[config.mk]
export PLATFORM = sky130hd
export DESIGN_NAME = sit_cell
export DESIGN_NICKNAME = d
export VERILOG_FILES = /design/src/rtl/assert_macros.svh /design/src/rtl/sit_pkg.sv /design/src/rtl/sit_cell.sv
export SDC_FILE = /design/constraint.sdc
export NUM_CORES = 1
export LEC_CHECK = 0
export ABC_AREA = 1
export ABC_CLOCK_PERIOD_IN_PS = 2600
export BUFFER_PORTS_ARGS = -buffer_cell sky130_fd_sc_hd__buf_4
export CAP_MARGIN = 20
export CORE_ASPECT_RATIO = 1.5
export CORE_MARGIN = 4
export CORE_UTILIZATION = 40
export DETAILED_ROUTE_END_ITERATION = 8
export GPL_TIMING_DRIVEN = 0
export HOLD_SLACK_MARGIN = 0.02
export PLACE_DENSITY = 0.89
export SLEW_MARGIN = 20
export SYNTH_ARGS = -nofsm -noshare
export SYNTH_HDL_FRONTEND = slang
export SYNTH_SLANG_ARGS = --single-unit
[constraint.sdc]
create_clock -name i_clk -period 2.6 [get_ports i_clk]
set_clock_uncertainty 0.15 [all_clocks]
set_input_delay 0.26 -clock i_clk [delete_from_list [all_inputs] [get_ports i_clk]]
set_output_delay 0.26 -clock i_clk [all_outputs]
set_load 0.05 [all_outputs]
[src/rtl/assert_macros.svh]
// Assertion helpers for clocked checks under the block reset.
`ifndef ASSERT_MACROS_SVH
`define ASSERT_MACROS_SVH

// Implication checked on the same edge.
`define SIT_ASSERT_IMPL(label, ante, cons) \
    label: assert property (@(posedge i_clk) disable iff (!i_rst_n) (ante) |-> (cons)) \
        else $error("sit assertion failed");

// Implication checked on the following edge.
`define SIT_ASSERT_NEXT(label, ante, cons) \
    label: assert property (@(posedge i_clk) disable iff (!i_rst_n) (ante) |=> (cons)) \
        else $error("sit assertion failed");

`endif

[src/rtl/sit_pkg.sv]
package sit_pkg;

    localparam int MAX_NAME_BYTES_DEF   = 32;
    localparam int STORE_BYTES_DEF      = 4096;
    localparam int MAX_USER_SYMBOLS_DEF = 256;

    localparam int ROM_COUNT   = 53;
    localparam int ROM_BYTES   = 8;
    localparam int FETCH_LIMIT = 32;

    localparam logic ACT_INTERN = 1'b0;
    localparam logic ACT_FETCH  = 1'b1;

    typedef enum logic [2:0] {
        ST_BUILTIN   = 3'd0,
        ST_USER      = 3'd1,
        ST_ADDED     = 3'd2,
        ST_FULL      = 3'd3,
        ST_BAD_WORD  = 3'd4,
        ST_NAME_BYTE = 3'd5,
        ST_BAD_INDEX = 3'd6
    } t_status;

    typedef enum logic [3:0] {
        S_IDLE,
        S_ROM,
        S_ROMCHK,
        S_UWALK,
        S_ULEN,
        S_UCMP,
        S_UCHK,
        S_APP,
        S_FROM,
        S_FWALK,
        S_FSKIP,
        S_FLEN,
        S_FRD,
        S_FOUT,
        S_EMIT
    } t_state;

    typedef struct packed {
        logic [8:0] idx;
        t_status    status;
        logic [7:0] nbyte;
        logic       fin;
    } t_res;

    typedef struct packed {
        logic word_in;     // shift a new byte in at cell 0
        logic word_drain;  // shift toward cell 0, zero at the top
        logic probe_shift; // shift a store byte in at cell 0
        logic probe_load;  // load every probe cell in parallel
    } t_cell_ctl;

    // Builtin names, right-justified: the last byte sits in the low bits, so
    // byte k of the value is byte len-1-k of the name.
    function automatic logic [ROM_BYTES*8-1:0] rom_bits(input logic [5:0] i);
        logic [ROM_BYTES*8-1:0] s;
        s = '0;
        unique case (i)
            6'd0:  s = 64'("nil");
            6'd1:  s = 64'("true");
            6'd2:  s = 64'("false");
            6'd3:  s = 64'("def");
            6'd4:  s = 64'("set");
            6'd5:  s = 64'(".");
            6'd6:  s = 64'("index");
            6'd7:  s = 64'("lambda");
            6'd8:  s = 64'h0000_0000_0000_CEBB;
            6'd9:  s = 64'("if");
            6'd10: s = 64'("unless");
            6'd11: s = 64'("?");
            6'd12: s = 64'("and");
            6'd13: s = 64'("or");
            6'd14: s = 64'("not");
            6'd15: s = 64'("print");
            6'd16: s = 64'("list");
            6'd17: s = 64'("read");
            6'd18: s = 64'("write");
            6'd19: s = 64'("exec");
            6'd20: s = 64'("escape");
            6'd21: s = 64'("sleep");
            6'd22: s = 64'("macro");
            6'd23: s = 64'("concat");
            6'd24: s = 64'("flat");
            6'd25: s = 64'("join");
            6'd26: s = 64'("shuffle");
            6'd27: s = 64'("for");
            6'd28: s = 64'("for*");
            6'd29: s = 64'("map");
            6'd30: s = 64'("map*");
            6'd31: s = 64'("i-map");
            6'd32: s = 64'("i-map*");
            6'd33: s = 64'("iter");
            6'd34: s = 64'("reduce");
            6'd35: s = 64'("while");
            6'd36: s = 64'("do");
            6'd37: s = 64'("+");
            6'd38: s = 64'("-");
            6'd39: s = 64'("*");
            6'd40: s = 64'h0000_0000_0000_C397;
            6'd41: s = 64'("/");
            6'd42: s = 64'h0000_0000_0000_C3B7;
            6'd43: s = 64'("%");
            6'd44: s = 64'("<");
            6'd45: s = 64'("<=");
            6'd46: s = 64'h0000_0000_00E2_89A4;
            6'd47: s = 64'(">");
            6'd48: s = 64'(">=");
            6'd49: s = 64'h0000_0000_00E2_89A5;
            6'd50: s = 64'("=");
            6'd51: s = 64'("!=");
            6'd52: s = 64'h0000_0000_00E2_89A0;
            default: s = '0;
        endcase
        return s;
    endfunction

    // No builtin name holds a zero byte, so the length is one past the top nonzero byte.
    function automatic logic [3:0] rom_len(input logic [5:0] i);
        logic [ROM_BYTES*8-1:0] s;
        logic [3:0]             n;
        s = rom_bits(i);
        n = '0;
        for (int k = 0; k < ROM_BYTES; k++) begin
            if (s[k*8 +: 8] != 8'h00) n = 4'(k + 1);
        end
        return n;
    endfunction

endpackage

[src/rtl/sit_cell.sv]
module sit_cell
    import sit_pkg::*;
#(
    parameter int IDX = 0,
    parameter int LW  = 6
) (
    input  logic          i_clk,
    input  t_cell_ctl     i_ctl,
    input  logic [7:0]    i_word_prev,
    input  logic [7:0]    i_word_next,
    input  logic [7:0]    i_probe_prev,
    input  logic [7:0]    i_probe_ld,
    input  logic [LW-1:0] i_len,
    output logic [7:0]    o_word,
    output logic [7:0]    o_probe,
    output logic          o_hit
);

    logic [7:0] r_word;
    logic [7:0] r_probe;

    always_ff @(posedge i_clk) begin
        if (i_ctl.word_in) begin
            r_word <= i_word_prev;
        end else if (i_ctl.word_drain) begin
            r_word <= i_word_next;
        end
        if (i_ctl.probe_load) begin
            r_probe <= i_probe_ld;
        end else if (i_ctl.probe_shift) begin
            r_probe <= i_probe_prev;
        end
    end

    assign o_word  = r_word;
    assign o_probe = r_probe;
    // cells past the word length never veto a match
    assign o_hit   = (r_word == r_probe) || (IDX >= int'(i_len));

endmodule
==> run metrics <==
CTS buffer count=3; Hold/Removal Path Class=primary input to flip-flop; largest net degree at the start of global routing=11; Worst VDD drop=approximately 300 uV; CP Data Arrival Time=1.33 ns; fmax=0.575 GHz; via/cell ratio=4.65; die extent in x=45.9 um; largest fanout on the critical path=3; Synth Area per Inst=a little under 8 um2; die height=64.9 um; area of the multi-input gates=322 um2; top post-synthesis cells by area=edfxtp_1 56%, nand2_1 30%, inv_1 4.4%, xnor2_1 3.0%, nor2_1 2.2%; Worst-Margin Slew=0.304 ns; share of layout cells above drive strength 1=37.6%; drt first-iter violations=26; cell taking the most area after synthesis=edfxtp_1; Worst-path clk slew=0.08 ns; Seq/Total Area, Yosys=55.7%; Area growth syn-to-layout=55.4%; clk sinks=16; DR vias=roughly 890; crit end category=output pin; first-pass GRT wire length=approximately 3.2 mm; CTS tree=built; initial antenna violation count=0; Synth Register Bits=16; All-Layer GR Usage=15.1%; Finished Core Util=65.3%; fillers=183; setup violators final=0; Placed Area=0.00132 mm2; synthesized area=862 um2; die area=roughly 0.0030 mm2; final hold vios=0; Congestion Overflow GR=0; I/O Buffers=57; Antenna Diode Count=0; max_slew headroom=79.8%; Sequential Area=480 um2; initial core utilization=42.0%; pwr dens=between 500 and 600 mW/mm2; cts repair resizes=0; core area=between 0.002 and 0.0025 mm2; RSZ-0062 raised after global routing=false; Cell Rows=20; hold path depth=3; Final min period=1.74 ns; Post-Route WL=~2.2 mm; Final period util=66.9%; top-area cell type share of the netlist area=55.7%; DP Wirelength=1.92 mm; setup_tns=0 ns; Pleak=0.740 nW; post-route cell area=0.00134 mm2; Post-CTS Setup Bufs=0; Post-Synthesis Cells=110; Post-layout nets=between 200 and 250; drt wl/cell=around 11 um; Ports=60; warnings from Yosys=0; commonest cells after routing, fill and taps aside=69 x nand2_1, 59 x buf_4, 16 x edfxtp_1, 10 x inv_1, 5 x nor2_1; startpoint types=flip-flop; Syn Nets=153; Post-CTS Hold Buffers=0; max_cap viols=0; CTS Buffer Depth=2; Residual DRC=0; WS Path Type=flip-flop to output pin; 1st-pass router iterations=3; post-route ant nets=0; outcome=complete, no violations; Max Slew Vio Count=0; most common cell after layout, fill and taps aside=nand2_1; Cell variety after synth=9; vias in the first global route=836; CTS root buf=clkbuf_4; Final GP Congestion=between 0.8 and 0.9; Crit path required time=~2.2 ns; CTS H-Tree Depth=1
## sequential cells by signal (all words and copies together), names as in the netlist
name and flops:
o_word 8, o_probe 8
## final cells by class
type | instances | area share [%]
multi-input cells | 80 | 24.0
well taps | 22 | 2.05
plain buffers | 2 | 1.12
repair buffers | 57 | 31.9
flip-flops and latches | 16 | 35.9
inverters | 12 | 3.36
clock buffers | 3 | 1.68
## critical path, cell delays in order, from the launching register on
cell	delay [ns]
edfxtp_1	0.44
inv_1	0.08
nand2_1	0.05
nand2_1	0.05
nand2_1	0.05
nor2_1	0.09
nand2_1	0.05
nand2_1	0.06
buf_4	0.19
## per-stage QoR
stage / hold slack, ns / instances / total power [mW] / setup slack, ns
after floorplan: 0.289 / 110 / 0.502 / 0.840
after CTS: 0.0953 / 192 / 0.720 / 0.831
after global placement: 0.377 / 189 / 0.600 / 1.16
after detailed placement: 0.379 / 189 / 0.608 / 1.13
after global routing: 0.108 / 192 / 0.753 / 0.730
final: 0.0992 / 192 / 0.716 / 0.861
## logic make-up (layout without fill, tap and decap cells)
logic type | count (synthesis) | count (layout) | synth area share, %
and+or+nand+nor | 77 | 77 | 34.3
DFF | 16 | 16 | 55.7
buffers and inverters | 14 | 74 | 6.97
xor gates and xnor gates | 3 | 3 | 3.05
## power by group
part / total (mW) / switching [mW] / leakage (nW) / internal (mW)
clock: 0.116 / 0.0621 / 0.0138 / 0.0536
sequential: 0.342 / 0.0233 / 0.165 / 0.318
combinational: 0.258 / 0.158 / 0.562 / 0.101
total: 0.716 / 0.243 / 0.740 / 0.473
## cells in the mapped netlist
library cell	number
buf_4	2
edfxtp_1	16
inv_1	10
inv_2	2
nand2_1	69
nand3_1	1
nor2_1	5
or2_1	2
xnor2_1	3
## final timing paths
| kind | startpoint | end | slack [ns] |
|---|---|---|---|
| setup / recovery | o_probe[5]$_DFFE_PP_ | o_hit | 0.86 |
| hold / removal | i_word_next[4] | o_word[4]$_DFFE_PP_ | 0.1 |
## per-layer routing
metal  track usage [%]  part of all wire (%)  vias to the layer above
li1                  -                     -                      456
met1              12.1                    28                      378
met2              28.1                    56                       46
met3              3.61                    11                       12
met4              11.4                   5.3                        0
met5                 0                     0                        -
Note: power is estimated with default switching activity, not from simulation.
